File: src/sv/anfs_pkg.sv
`timescale 1ns / 1ps
// ----------------------------------------------------------------------------
// anfs_pkg
// Shared widths, reset values and codes for the animation frame stepper.
// ----------------------------------------------------------------------------
package anfs_pkg;

  localparam int TIME_BITS  = 32;                      // frame_time, anim_time, delta
  localparam int FRAME_BITS = 16;                      // frame numbers and counts
  localparam int PLAY_BITS  = TIME_BITS + 8;           // play-time accumulator
  localparam int PROD_BITS  = TIME_BITS + FRAME_BITS;  // frame_time * frame
  localparam int FRAC_BITS  = 17;                      // Q0.16 plus the integer one
  localparam int QFRAC_BITS = FRAC_BITS - 1;           // quotient bits of the fraction
  localparam int CNT_BITS   = $clog2(PLAY_BITS + 1);
  localparam int FUNC_BITS  = 2;
  localparam int APB_DW     = 32;
  localparam int APB_AW     = 4;

  localparam logic [FRAC_BITS-1:0]  ONE_Q16   = FRAC_BITS'(65536);
  localparam logic [PLAY_BITS-1:0]  PLAY_MAX  = '1;
  localparam logic [FRAME_BITS-1:0] FRAME_MAX = '1;

  localparam logic [TIME_BITS-1:0]  FRAME_TIME_RST  = TIME_BITS'(33333);
  localparam logic [FRAME_BITS-1:0] FRAME_COUNT_RST = FRAME_BITS'(1);
  localparam logic [TIME_BITS-1:0]  ANIM_TIME_RST   = TIME_BITS'(33333);

  typedef enum logic [FUNC_BITS-1:0] {
    FUNC_TICK = 2'd0,
    FUNC_PLAY = 2'd1,
    FUNC_STOP = 2'd2,
    FUNC_NONE = 2'd3
  } func_e;

  typedef enum logic [1:0] {
    REG_FRAME_TIME  = 2'd0,
    REG_FRAME_COUNT = 2'd1,
    REG_ANIM_TIME   = 2'd2,
    REG_REPEAT_ON   = 2'd3
  } reg_idx_e;

endpackage

File: src/sv/animation_frame_stepper.sv
`timescale 1ns / 1ps
// ----------------------------------------------------------------------------
// animation_frame_stepper
// Keyframe animation timer: play-time accumulator, frame stepping and a
// Q0.16 interpolation fraction, worked out with bit-serial multiply/divide.
// ----------------------------------------------------------------------------
// Usage:
//   Input channel (in_valid_i / in_stall_o) carries func_i and delta_us_i:
//   tick (adds delta_us_i while playing), play or stop. Every transaction
//   yields exactly one result transaction on the output channel
//   (out_valid_o / out_stall_i): frame_index_o, fetch_frame_o,
//   interp_frac_o, playing_o.
//   States from accept to the output register, by transaction (S_DONE last):
//     play, stop, other codes, tick while stopped : S_DONE only
//     tick reaching the end with repeat off : S_ADD, S_CHK
//     tick within a frame : S_ADD, S_CHK, 16-step serial multiply for
//       frame_time * frame (S_MUL), S_CMP, S_FRAC, 16-step restoring divide
//       for the fraction (S_DIV), S_FIN; no divide if it saturates to 0 or 1
//     tick longer than a frame : S_ADD, S_CHK, 40-step restoring divide
//       (S_DIV) of the play time by frame_time, S_FIN
//   One transaction is in work at a time; in_stall_o is high while busy, so
//   the next is taken only once the result is registered and the core is idle.
//   A new transaction is taken while the previous result still waits in the
//   output register; a finished result then holds in the core until it frees.
//   Reset (rst_ni low, asynchronous): play time 0, frame 1, stopped, fraction 0
//   and register defaults. The user must write registers (APB, byte address
//   4*index) only while the block is idle; the block does not enforce it.
// ----------------------------------------------------------------------------
module animation_frame_stepper (
  input  logic                             clk_i,
  input  logic                             rst_ni,
  // item input
  input  logic                             in_valid_i,
  output logic                             in_stall_o,
  input  logic [anfs_pkg::FUNC_BITS-1:0]   func_i,
  input  logic [anfs_pkg::TIME_BITS-1:0]   delta_us_i,
  // result output
  output logic                             out_valid_o,
  input  logic                             out_stall_i,
  output logic [anfs_pkg::FRAME_BITS-1:0]  frame_index_o,
  output logic [anfs_pkg::FRAME_BITS-1:0]  fetch_frame_o,
  output logic [anfs_pkg::FRAC_BITS-1:0]   interp_frac_o,
  output logic                             playing_o,
  // configuration
  input  logic                             psel,
  input  logic                             penable,
  input  logic                             pwrite,
  input  logic [anfs_pkg::APB_AW-1:0]      paddr,
  input  logic [anfs_pkg::APB_DW-1:0]      pwdata,
  output logic [anfs_pkg::APB_DW-1:0]      prdata,
  output logic                             pready
);
  import anfs_pkg::*;

  typedef enum logic [3:0] {
    S_IDLE,
    S_ADD,    // saturating accumulate
    S_CHK,    // end of animation / branch on tick length
    S_MUL,    // serial frame_time * cur_frame
    S_CMP,    // compare play time with frame boundary, step frame
    S_FRAC,   // saturate fraction or set up its divide
    S_DIV,    // restoring divide, one quotient bit a cycle
    S_FIN,    // write back quotient
    S_DONE    // result waits for output register
  } state_e;

  state_e state_q, state_d;

  // configuration registers
  logic [TIME_BITS-1:0]  frame_time_q, frame_time_d;
  logic [FRAME_BITS-1:0] frame_count_q, frame_count_d;
  logic [TIME_BITS-1:0]  anim_time_q, anim_time_d;
  logic                  repeat_on_q, repeat_on_d;

  // animation state
  logic [PLAY_BITS-1:0]  play_time_q, play_time_d;
  logic [FRAME_BITS-1:0] cur_frame_q, cur_frame_d;
  logic                  is_playing_q, is_playing_d;
  logic [FRAC_BITS-1:0]  last_frac_q, last_frac_d;

  // output register
  logic                  out_valid_q, out_valid_d;
  logic [FRAME_BITS-1:0] frame_index_q, frame_index_d;
  logic [FRAME_BITS-1:0] fetch_frame_q, fetch_frame_d;
  logic [FRAC_BITS-1:0]  interp_frac_q, interp_frac_d;
  logic                  playing_q, playing_d;

  // serial datapath
  logic [TIME_BITS-1:0]  delta_q, delta_d;
  logic [PROD_BITS-1:0]  acc_q, acc_d;     // product accumulator
  logic [FRAME_BITS-1:0] mul_q, mul_d;     // multiplier bits, MSB first
  logic [PROD_BITS-1:0]  mag_q, mag_d;     // |play_time - next|
  logic                  ge_q, ge_d;       // play_time >= next
  logic [TIME_BITS-1:0]  rem_q, rem_d;     // divider remainder
  logic [PLAY_BITS-1:0]  dvd_q, dvd_d;     // dividend in, quotient out
  logic [CNT_BITS-1:0]   cnt_q, cnt_d;
  logic                  plus1_q, plus1_d;
  logic                  frame_div_q, frame_div_d;

  // combinational helpers
  logic                  in_acc;
  logic                  cfg_wr;
  logic [TIME_BITS-1:0]  ft;
  logic [PLAY_BITS:0]    add_sum;
  logic [PROD_BITS:0]    pt_minus_next;
  logic [PROD_BITS-1:0]  next_minus_pt;
  logic [FRAME_BITS:0]   next_frame;
  logic [TIME_BITS:0]    div_shift;
  logic                  div_ge;
  logic [PLAY_BITS:0]    q_sum;
  logic [PLAY_BITS-1:0]  pt_less_anim;
  logic [FRAME_BITS-1:0] fetch_calc;

  assign in_acc = in_valid_i && !in_stall_o;
  assign cfg_wr = psel && penable && pwrite && pready;
  assign ft     = (frame_time_q == '0) ? TIME_BITS'(1) : frame_time_q;

  assign add_sum       = {1'b0, play_time_q} + (PLAY_BITS + 1)'(delta_q);
  assign pt_minus_next = {1'b0, PROD_BITS'(play_time_q)} - {1'b0, acc_q};
  assign next_minus_pt = acc_q - PROD_BITS'(play_time_q);
  assign next_frame    = {1'b0, cur_frame_q} + (FRAME_BITS + 1)'(1);
  assign div_shift     = {rem_q, dvd_q[PLAY_BITS-1]};
  assign div_ge        = div_shift >= {1'b0, ft};
  assign q_sum         = {1'b0, dvd_q} + (PLAY_BITS + 1)'(plus1_q);
  assign pt_less_anim  = play_time_q - PLAY_BITS'(anim_time_q);
  assign fetch_calc    = (cur_frame_q != '0 && cur_frame_q == frame_count_q) ?
                         cur_frame_q - FRAME_BITS'(1) : cur_frame_q;

  assign in_stall_o    = (state_q != S_IDLE);
  assign out_valid_o   = out_valid_q;
  assign frame_index_o = frame_index_q;
  assign fetch_frame_o = fetch_frame_q;
  assign interp_frac_o = interp_frac_q;
  assign playing_o     = playing_q;
  assign pready        = 1'b1;

  // register read-back
  always_comb begin
    case (reg_idx_e'(paddr[3:2]))
      REG_FRAME_TIME:  prdata = APB_DW'(frame_time_q);
      REG_FRAME_COUNT: prdata = APB_DW'(frame_count_q);
      REG_ANIM_TIME:   prdata = APB_DW'(anim_time_q);
      REG_REPEAT_ON:   prdata = APB_DW'(repeat_on_q);
      default:         prdata = '0;
    endcase
  end

  always_comb begin
    state_d       = state_q;
    frame_time_d  = frame_time_q;
    frame_count_d = frame_count_q;
    anim_time_d   = anim_time_q;
    repeat_on_d   = repeat_on_q;
    play_time_d   = play_time_q;
    cur_frame_d   = cur_frame_q;
    is_playing_d  = is_playing_q;
    last_frac_d   = last_frac_q;
    out_valid_d   = out_valid_q;
    frame_index_d = frame_index_q;
    fetch_frame_d = fetch_frame_q;
    interp_frac_d = interp_frac_q;
    playing_d     = playing_q;
    delta_d       = delta_q;
    acc_d         = acc_q;
    mul_d         = mul_q;
    mag_d         = mag_q;
    ge_d          = ge_q;
    rem_d         = rem_q;
    dvd_d         = dvd_q;
    cnt_d         = cnt_q;
    plus1_d       = plus1_q;
    frame_div_d   = frame_div_q;

    if (cfg_wr) begin
      case (reg_idx_e'(paddr[3:2]))
        REG_FRAME_TIME:  frame_time_d  = pwdata[TIME_BITS-1:0];
        REG_FRAME_COUNT: frame_count_d = pwdata[FRAME_BITS-1:0];
        REG_ANIM_TIME:   anim_time_d   = pwdata[TIME_BITS-1:0];
        REG_REPEAT_ON:   repeat_on_d   = pwdata[0];
        default: ;
      endcase
    end

    if (out_valid_q && !out_stall_i) out_valid_d = 1'b0;

    case (state_q)
      S_IDLE: begin
        if (in_acc) begin
          delta_d = delta_us_i;
          state_d = S_DONE;
          case (func_e'(func_i))
            FUNC_TICK: if (is_playing_q) state_d = S_ADD;
            FUNC_PLAY: begin
              if (!is_playing_q) begin
                // restart after the end rewinds to frame 1
                if (play_time_q >= PLAY_BITS'(anim_time_q)) begin
                  play_time_d = '0;
                  cur_frame_d = FRAME_BITS'(1);
                end
                is_playing_d = 1'b1;
              end
            end
            FUNC_STOP: is_playing_d = 1'b0;
            default: ;
          endcase
        end
      end
      S_ADD: begin
        play_time_d = add_sum[PLAY_BITS] ? PLAY_MAX : add_sum[PLAY_BITS-1:0];
        state_d     = S_CHK;
      end
      S_CHK: begin
        if (play_time_q >= PLAY_BITS'(anim_time_q) && !repeat_on_q) begin
          // park on the last frame, fraction left as it was
          cur_frame_d  = frame_count_q;
          play_time_d  = PLAY_BITS'(anim_time_q) + PLAY_BITS'(1);
          is_playing_d = 1'b0;
          state_d      = S_DONE;
        end else if (ft >= delta_q) begin
          acc_d   = '0;
          mul_d   = cur_frame_q;
          cnt_d   = CNT_BITS'(FRAME_BITS);
          state_d = S_MUL;
        end else begin
          last_frac_d = '0;
          rem_d       = '0;
          cnt_d       = CNT_BITS'(PLAY_BITS);
          frame_div_d = 1'b1;
          if (play_time_q > PLAY_BITS'(anim_time_q)) begin
            play_time_d = pt_less_anim;
            dvd_d       = pt_less_anim;
            plus1_d     = 1'b1;
          end else begin
            dvd_d       = play_time_q;
            plus1_d     = 1'b0;
          end
          state_d = S_DIV;
        end
      end
      S_MUL: begin
        // product stays below 2^PROD_BITS, far under the 2^62 cap
        acc_d = {acc_q[PROD_BITS-2:0], 1'b0} +
                (mul_q[FRAME_BITS-1] ? PROD_BITS'(ft) : '0);
        mul_d = {mul_q[FRAME_BITS-2:0], 1'b0};
        cnt_d = cnt_q - CNT_BITS'(1);
        if (cnt_q == CNT_BITS'(1)) state_d = S_CMP;
      end
      S_CMP: begin
        ge_d = !pt_minus_next[PROD_BITS];
        mag_d = ge_d ? pt_minus_next[PROD_BITS-1:0] : next_minus_pt;
        if (ge_d) begin
          if (next_frame > {1'b0, frame_count_q}) begin
            cur_frame_d = FRAME_BITS'(1);
            play_time_d = pt_minus_next[PLAY_BITS-1:0];
          end else begin
            cur_frame_d = next_frame[FRAME_BITS-1:0];
          end
        end
        state_d = S_FRAC;
      end
      S_FRAC: begin
        // past boundary: numerator is the overshoot; before it: ft - shortfall
        rem_d       = ge_q ? mag_q[TIME_BITS-1:0] : ft - mag_q[TIME_BITS-1:0];
        dvd_d       = '0;
        cnt_d       = CNT_BITS'(QFRAC_BITS);
        frame_div_d = 1'b0;
        if (mag_q >= PROD_BITS'(ft)) begin
          last_frac_d = ge_q ? ONE_Q16 : '0;
          state_d     = S_DONE;
        end else begin
          state_d     = S_DIV;
        end
      end
      S_DIV: begin
        rem_d = div_ge ? TIME_BITS'(div_shift - {1'b0, ft}) : div_shift[TIME_BITS-1:0];
        dvd_d = {dvd_q[PLAY_BITS-2:0], div_ge};
        cnt_d = cnt_q - CNT_BITS'(1);
        if (cnt_q == CNT_BITS'(1)) state_d = S_FIN;
      end
      S_FIN: begin
        if (frame_div_q) begin
          cur_frame_d = (q_sum > (PLAY_BITS + 1)'(FRAME_MAX)) ?
                        FRAME_MAX : q_sum[FRAME_BITS-1:0];
        end else begin
          last_frac_d = {1'b0, dvd_q[QFRAC_BITS-1:0]};
        end
        state_d = S_DONE;
      end
      S_DONE: begin
        if (!out_valid_q || !out_stall_i) begin
          out_valid_d   = 1'b1;
          frame_index_d = cur_frame_q;
          fetch_frame_d = fetch_calc;
          interp_frac_d = last_frac_q;
          playing_d     = is_playing_q;
          state_d       = S_IDLE;
        end
      end
      default: state_d = S_IDLE;
    endcase
  end

  // state, architectural registers and registered outputs
  always_ff @(posedge clk_i or negedge rst_ni) begin
    if (!rst_ni) begin
      state_q       <= S_IDLE;
      frame_time_q  <= FRAME_TIME_RST;
      frame_count_q <= FRAME_COUNT_RST;
      anim_time_q   <= ANIM_TIME_RST;
      repeat_on_q   <= 1'b0;
      play_time_q   <= '0;
      cur_frame_q   <= FRAME_BITS'(1);
      is_playing_q  <= 1'b0;
      last_frac_q   <= '0;
      out_valid_q   <= 1'b0;
      frame_index_q <= '0;
      fetch_frame_q <= '0;
      interp_frac_q <= '0;
      playing_q     <= 1'b0;
    end else begin
      state_q       <= state_d;
      frame_time_q  <= frame_time_d;
      frame_count_q <= frame_count_d;
      anim_time_q   <= anim_time_d;
      repeat_on_q   <= repeat_on_d;
      play_time_q   <= play_time_d;
      cur_frame_q   <= cur_frame_d;
      is_playing_q  <= is_playing_d;
      last_frac_q   <= last_frac_d;
      out_valid_q   <= out_valid_d;
      frame_index_q <= frame_index_d;
      fetch_frame_q <= fetch_frame_d;
      interp_frac_q <= interp_frac_d;
      playing_q     <= playing_d;
    end
  end

  // serial datapath, no reset needed
  always_ff @(posedge clk_i) begin
    delta_q     <= delta_d;
    acc_q       <= acc_d;
    mul_q       <= mul_d;
    mag_q       <= mag_d;
    ge_q        <= ge_d;
    rem_q       <= rem_d;
    dvd_q       <= dvd_d;
    cnt_q       <= cnt_d;
    plus1_q     <= plus1_d;
    frame_div_q <= frame_div_d;
  end

  // assertions
  a_accept_busy: assert property (@(posedge clk_i) disable iff (!rst_ni)
    in_acc |=> state_q != S_IDLE)
    else $error("accepted transaction left the core idle");

  a_frac_range: assert property (@(posedge clk_i) disable iff (!rst_ni)
    last_frac_q <= ONE_Q16)
    else $error("fraction above one");

  a_play_start: assert property (@(posedge clk_i) disable iff (!rst_ni)
    $rose(is_playing_q) |-> $past(in_acc && func_i == FUNC_PLAY))
    else $error("playback started without a play transaction");

  a_serial_count: assert property (@(posedge clk_i) disable iff (!rst_ni)
    (state_q == S_DIV || state_q == S_MUL) |->
      (cnt_q != '0 && cnt_q <= CNT_BITS'(PLAY_BITS)))
    else $error("serial step count out of range");

  a_done_hold: assert property (@(posedge clk_i) disable iff (!rst_ni)
    (state_q == S_DONE && out_valid_q && out_stall_i) |=> state_q == S_DONE)
    else $error("result dropped while output register full");

endmodule

File: config.mk
export PLATFORM = sky130hd
export DESIGN_NAME = animation_frame_stepper
export DESIGN_NICKNAME = d
export VERILOG_FILES = /design/src/sv/anfs_pkg.sv /design/src/sv/animation_frame_stepper.sv
export SDC_FILE = /design/constraint.sdc
export NUM_CORES = 2
export LEC_CHECK = 0
export CAP_MARGIN = 20
export CORE_ASPECT_RATIO = 2
export CORE_MARGIN = 2
export CORE_UTILIZATION = 70
export CTS_CLUSTER_SIZE = 8
export DETAILED_ROUTE_END_ITERATION = 12
export DONT_BUFFER_PORTS = 1
export GPL_TIMING_DRIVEN = 0
export PLACE_DENSITY = 0.86
export SETUP_SLACK_MARGIN = 0.3
export SYNTH_ARGS = -nofsm -noshare
export SYNTH_HDL_FRONTEND = slang
export SYNTH_SLANG_ARGS = --single-unit
File: constraint.sdc
create_clock -name clk_i -period 11.01 [get_ports clk_i]
set_input_delay 2.202 -clock clk_i [delete_from_list [all_inputs] [get_ports clk_i]]
set_output_delay 2.202 -clock clk_i [all_outputs]
set_load 0.005 [all_outputs]
==> results.yml, run 1 <==
status:
  outcome: "stopped before the end"
  haltStage: "5_1_grt"
  stop_error: "[ERROR GRT-0116] Global routing finished with congestion. Check the congestion regions in the DRC Viewer."
placed_design:
  dpl_cell_area_um2: 38690
  gp_congestion: 1.255
  io_buffers: 0
  place_ws_ns: 4.703
  dp_hpwl_um: 134900
floorplan:
  start_util_pct: 70.50
  die_height_um: 332.1
  dieWidth_um: 168.1
  placementRows: 120
  ios: 162
yosys:
  synthMuxAreaShare_pct: 3.676
  synth.cell_area_um2: 37680
  synthAdderAreaFrac_pct: 11.20
  postSynth.asyncResetShare_pct: 48.28
  yosys_most_used_dff: "edfxtp_1"
  synthDominantCellAreaShare_pct: 17.93
  synthesis.nets: 4925
  ys_top_cells_by_area: "edfxtp_1, dfrtp_1, ha_1, a21oi_1, xnor2_1"
  synth-simple-area-share_pct: 17.01
  synth-edff-count: 225
  synth_warnings: 0
  synth-xor-area-share_pct: 7.019
  synth.ff_latch_count: 435
  syn_avg_cell_area_um2: 8.346
  yosysTopAreaCell: "edfxtp_1"
  synth_top_family_by_area: "compound AO/OA/AOI/OAI gates"
  syn_inst: 4515
  yosysUniqueCellTypes: 94
  synth_compound_area_share_pct: 23.16
  ys_seq_area_share_pct: 31.92
clock_network:
  cts_max_level: 2
  cts_sinks: 435
  cts_hold_buffers: 0
  clockBufferDepth: 3
  cts.repair.resized: 0
  cts_root_buf: "clkbuf_16"
  cts_setup_buffers: 0
  cts_buffers: 60
global_routing:
  grt-ovfl-total: 1058
  grt_pass1_vias: 43260
  grt_use_total_pct: 74.30
  grt_max_degree: 211
  grt_pass1_wl_um: 315800
[metal layers]
metal  global-route usage, %  GRT overflow
met1                   71.94             5
met2                   97.58           703
met3                   52.10            24
met4                   77.70           321
met5                   15.17             5
[cells by family after synthesis]
logic type	count (synthesis)
flops	435
mux	129
compound gates	1384
fa+ha+maj	333
xor+xnor	302
other cells	1
simple gates	1351
buf+inv	580
[stage by stage]
step	hold WS, ns	cells
2_1_floorplan	0.4733	4515
3_3_place_gp	0.4900	5186
3_5_place_dp	0.4980	5197
4_1_cts	0.5096	5310
[synth_stat cells, types with 13 or more instances]
library cell  number
dfrtp_1          196
o211ai_1          38
o21bai_1          52
o21ai_0          371
or3_1             16
a21oi_1          385
nand2_1          459
dfstp_2           14
nor2b_1           27
o31ai_1           26
nand4_1           78
inv_1            315
a32o_1            17
buf_2             25
and4_1            17
clkbuf_1         216
a31oi_1           41
mux2_2            65
nor4_1            39
nand2b_1          38
a41oi_1           18
a22oi_1           21
a21o_1           136
a22o_1            16
buf_1             13
ha_1             326
nand3_1          126
nor2_1           308
or2_2             14
o21a_1            33
edfxtp_1         225
and3_1            43
a211oi_1          45
xnor2_1          213
nor3_1            76
o22ai_1           35
xor2_1            89
mux2i_1           63
and2_1            64
==> inputs of run 2 (changes only) <==
Settings changed: CORE_ASPECT_RATIO 2 to not set, CORE_UTILIZATION 70 to 40, CTS_CLUSTER_SIZE 8 to not set, PLACE_DENSITY 0.86 to not set, PLACE_DENSITY_LB_ADDON set to 0.15, SETUP_SLACK_MARGIN 0.3 to not set.
==> run 2 against run 1 <==
  * The run now ends clean
  * Synthesized cell count is the same
  * Synthesized area unchanged
==> results.yml, run 2 <==
yosys:
  synth-simple-area-share_pct: 17.01
  yosys_most_used_dff: "edfxtp_1"
  syn_inst: 4515
  synth_compound_area_share_pct: 23.16
  synth.most_common_cell: "nand2_1"
  synth.ff_latch_count: 435
  synthAdderAreaFrac_pct: 11.20
  synth_top_family_by_area: "compound AO/OA/AOI/OAI gates"
  ys_seq_area_share_pct: 31.92
  synth.cell_area_um2: 37680
  synth-edff-count: 225
  yosysUniqueCellTypes: 94
  synth_warnings: 0
  synthDominantCellAreaShare_pct: 17.93
  yosysTopAreaCell: "edfxtp_1"
  ys_top_cells_by_count: "nand2_1, a21oi_1, o21ai_0, ha_1, inv_1"
  ys_top_cells_by_area: "edfxtp_1, dfrtp_1, ha_1, a21oi_1, xnor2_1"
  synthMuxAreaShare_pct: 3.676
  syn_avg_cell_area_um2: 8.346
  synth-xor-area-share_pct: 7.019
  postSynth.asyncResetShare_pct: 48.28
  synthesis.nets: 4925
detailed_routing:
  drt-initial-drc-count: 4298
  dr.pass1.iters: 6
  routed_wirelength_um: 163000
  drc: 0
  routedWlPerCell_um: 27.65
  drt-vias-per-instance: 6.120
  ant_nets: 0
  vias: 36090
hold_path:
  hp-start: "mul_q[9]$_DFFE_PP_"
  hold_end: "mul_q[10]$_DFFE_PP_"
  hold_depth: 2
  hp-class: "flop to flop"
clock_network:
  clock_latency_ns: 0.72
  cts_root_buf: "clkbuf_16"
  cts_hold_buffers: 0
  cts_sinks: 435
  clkTransAtPathRegs_ns: 0.06
  cts_tree: "yes"
  cts.repair.resized: 0
  cts_max_level: 2
  cts_setup_buffers: 0
  clockBufferDepth: 3
  cts_buffers: 56
timing:
  worst_slack_ns: 4.196
  tightest_slew_ns: 1.380
  slew_headroom_pct: 7.993
  rsz0062_at_grt: "false"
  hold_ws_ns: 0.4865
  fin_setup_tns_ns: 0
  fmax_mhz: 146.8
  finalSetupViolCount: 0
  fin_crit_ns: 6.814
  fin_skew_ns: 0.06914
  hold_violations: 0
  min_period_over_period_pct: 61.89
  slew_violations: 0
floorplan:
  die_area_um2: 96680
  ios: 162
  die_height_um: 310.9
  start_util_pct: 40.38
  core_area_um2: 93330
  dieWidth_um: 310.9
  placementRows: 112
cells_and_area:
  fillers: 9564
  layout_commonest_cell: "nand2_1"
  final_cell_mix: "nand2_1, a21oi_1, o21ai_0"
  num-nets-final: 5002
  final_area_um2: 41410
  reg.largest.list: "acc_q (48), mag_q (48)"
  area_delta_synth_final_pct: 9.885
  drive_above_1_share_pct: 5.541
setup_path:
  startpoint_type: "input pin"
  reg2reg_depth: 15
  regToRegSetupSlack_ns: 4.58
  reg2reg_to: "rem_q[30]$_DFFE_PP_"
  critPathRequiredTime_ns: 8.81
  path_class: "input pin to primary output"
  arrival_ns: 4.61
  r2r_start: "frame_time_q[30]$_DFFE_PN0P_"
  crit_fanout: 10
  critPathCaptureType: "primary output"
global_routing:
  grt_pass1_wl_um: 232400
  grt_max_degree: 211
  grt_pass1_vias: 33270
  grt_use_total_pct: 32.55
  antenna_found_initial: 8
  grt-ovfl-total: 0
power_and_ir_drop:
  p_comb_share_pct: 53.7
  p_int_w: 0.004845
  peakVddDrop_mv: 0.1497
  leakagePower_nw: 17.12
  power_density_nw_per_um2: 223.8
  power.share.switching_pct: 47.71
  share_seq_of_total_power_pct: 25.7
  clockPowerShare_pct: 20.6
  power_switching_w: 0.004421
placed_design:
  dpl_cell_area_um2: 39510
  place_ws_ns: 4.377
  dp_hpwl_um: 132500
  io_buffers: 0
  gp_congestion: 1.023
status:
  outcome: "completed"
flow_run:
  drv_cap: 0
[run 2: cell counts after synthesis]
No cell type changed its count.
[run 2: routing by layer]
layer | share of wire [%] | wire length, um | GRT usage [%] | vias to the layer above
li1 | - | - | - | 16430
met1 | 42 | 68370 | 43.91 | 17530
met2 | 43 | 69650 | 48.93 | 1786
met4 | 5.3 | 8700 | 15.44 | 8
met5 | 0.036 | 59 | 0 | -
met3 | 10 | 16250 | 7.758 | 331
[run 2: cell families after synthesis]
kind of cell / Yosys count
XOR/XNOR: 302
buffers and inverters: 580
flip-flops: 435
AO/OA/AOI/OAI: 1384
AND/OR/NAND/NOR: 1351
multiplexers: 129
other: 1
adder cells (fa/ha/maj): 333
[run 2: critical path, stage by stage]
cell      delay (ns)
clkbuf_1        0.72
buf_1           0.98
mux2i_1         0.22
nor2_1          0.48
[run 2: power by group through the flow]
stage	Sequential, W	Combinational [W]	Clock, W
after global placement	0.00241	0.00480	0
after CTS	0.00238	0.00486	0.00194
final	0.00238	0.00497	0.00191
after global routing	0.00239	0.00537	0.00199
after detailed placement	0.00241	0.00483	0
after floorplan	0.00221	0.00339	0
[run 2: worst max-delay path by stage]
stage,to,slack [ns],startpoint
after detailed placement,prdata[20],4.38,paddr[3]
after global routing,prdata[8],4.20,paddr[3]
final,prdata[20],4.20,paddr[3]
after global placement,rem_q[3]$_DFFE_PP_,2.69,frame_time_q[30]$_DFFE_PN0P_
after floorplan,prdata[13],5.54,paddr[2]
after CTS,prdata[20],4.37,paddr[3]
[run 2: metrics by stage]
| stage | instances | utilization, % | power, W |
|---|---|---|---|
| 5_1_grt | 5892 | 44.35 | 0.009760 |
| 4_1_cts | 5890 | 44.33 | 0.009177 |
| 3_3_place_gp | 5769 | 42.06 | 0.007214 |
| 3_5_place_dp | 5786 | 42.33 | 0.007233 |
| 6_report | 5897 | 44.37 | 0.009266 |
| 2_1_floorplan | 4515 | - | 0.005599 |
[run 2: cell type report]
cell class,instances,area [um2],area share (%)
Sequential cell,435,12030,29.05
Multi-Input combinational cell,3500,23420,56.55
Inverter,316,1186,2.865
Buffer,264,1080,2.608
Clock inverter,28,299.0,0.7222
Antenna cell,5,12.51,0.03022
Timing Repair Buffer,19,246.5,0.5953
Tap cell,1254,1569,3.789
Clock buffer,76,1569,3.789
(Power assumes the default switching activity.)
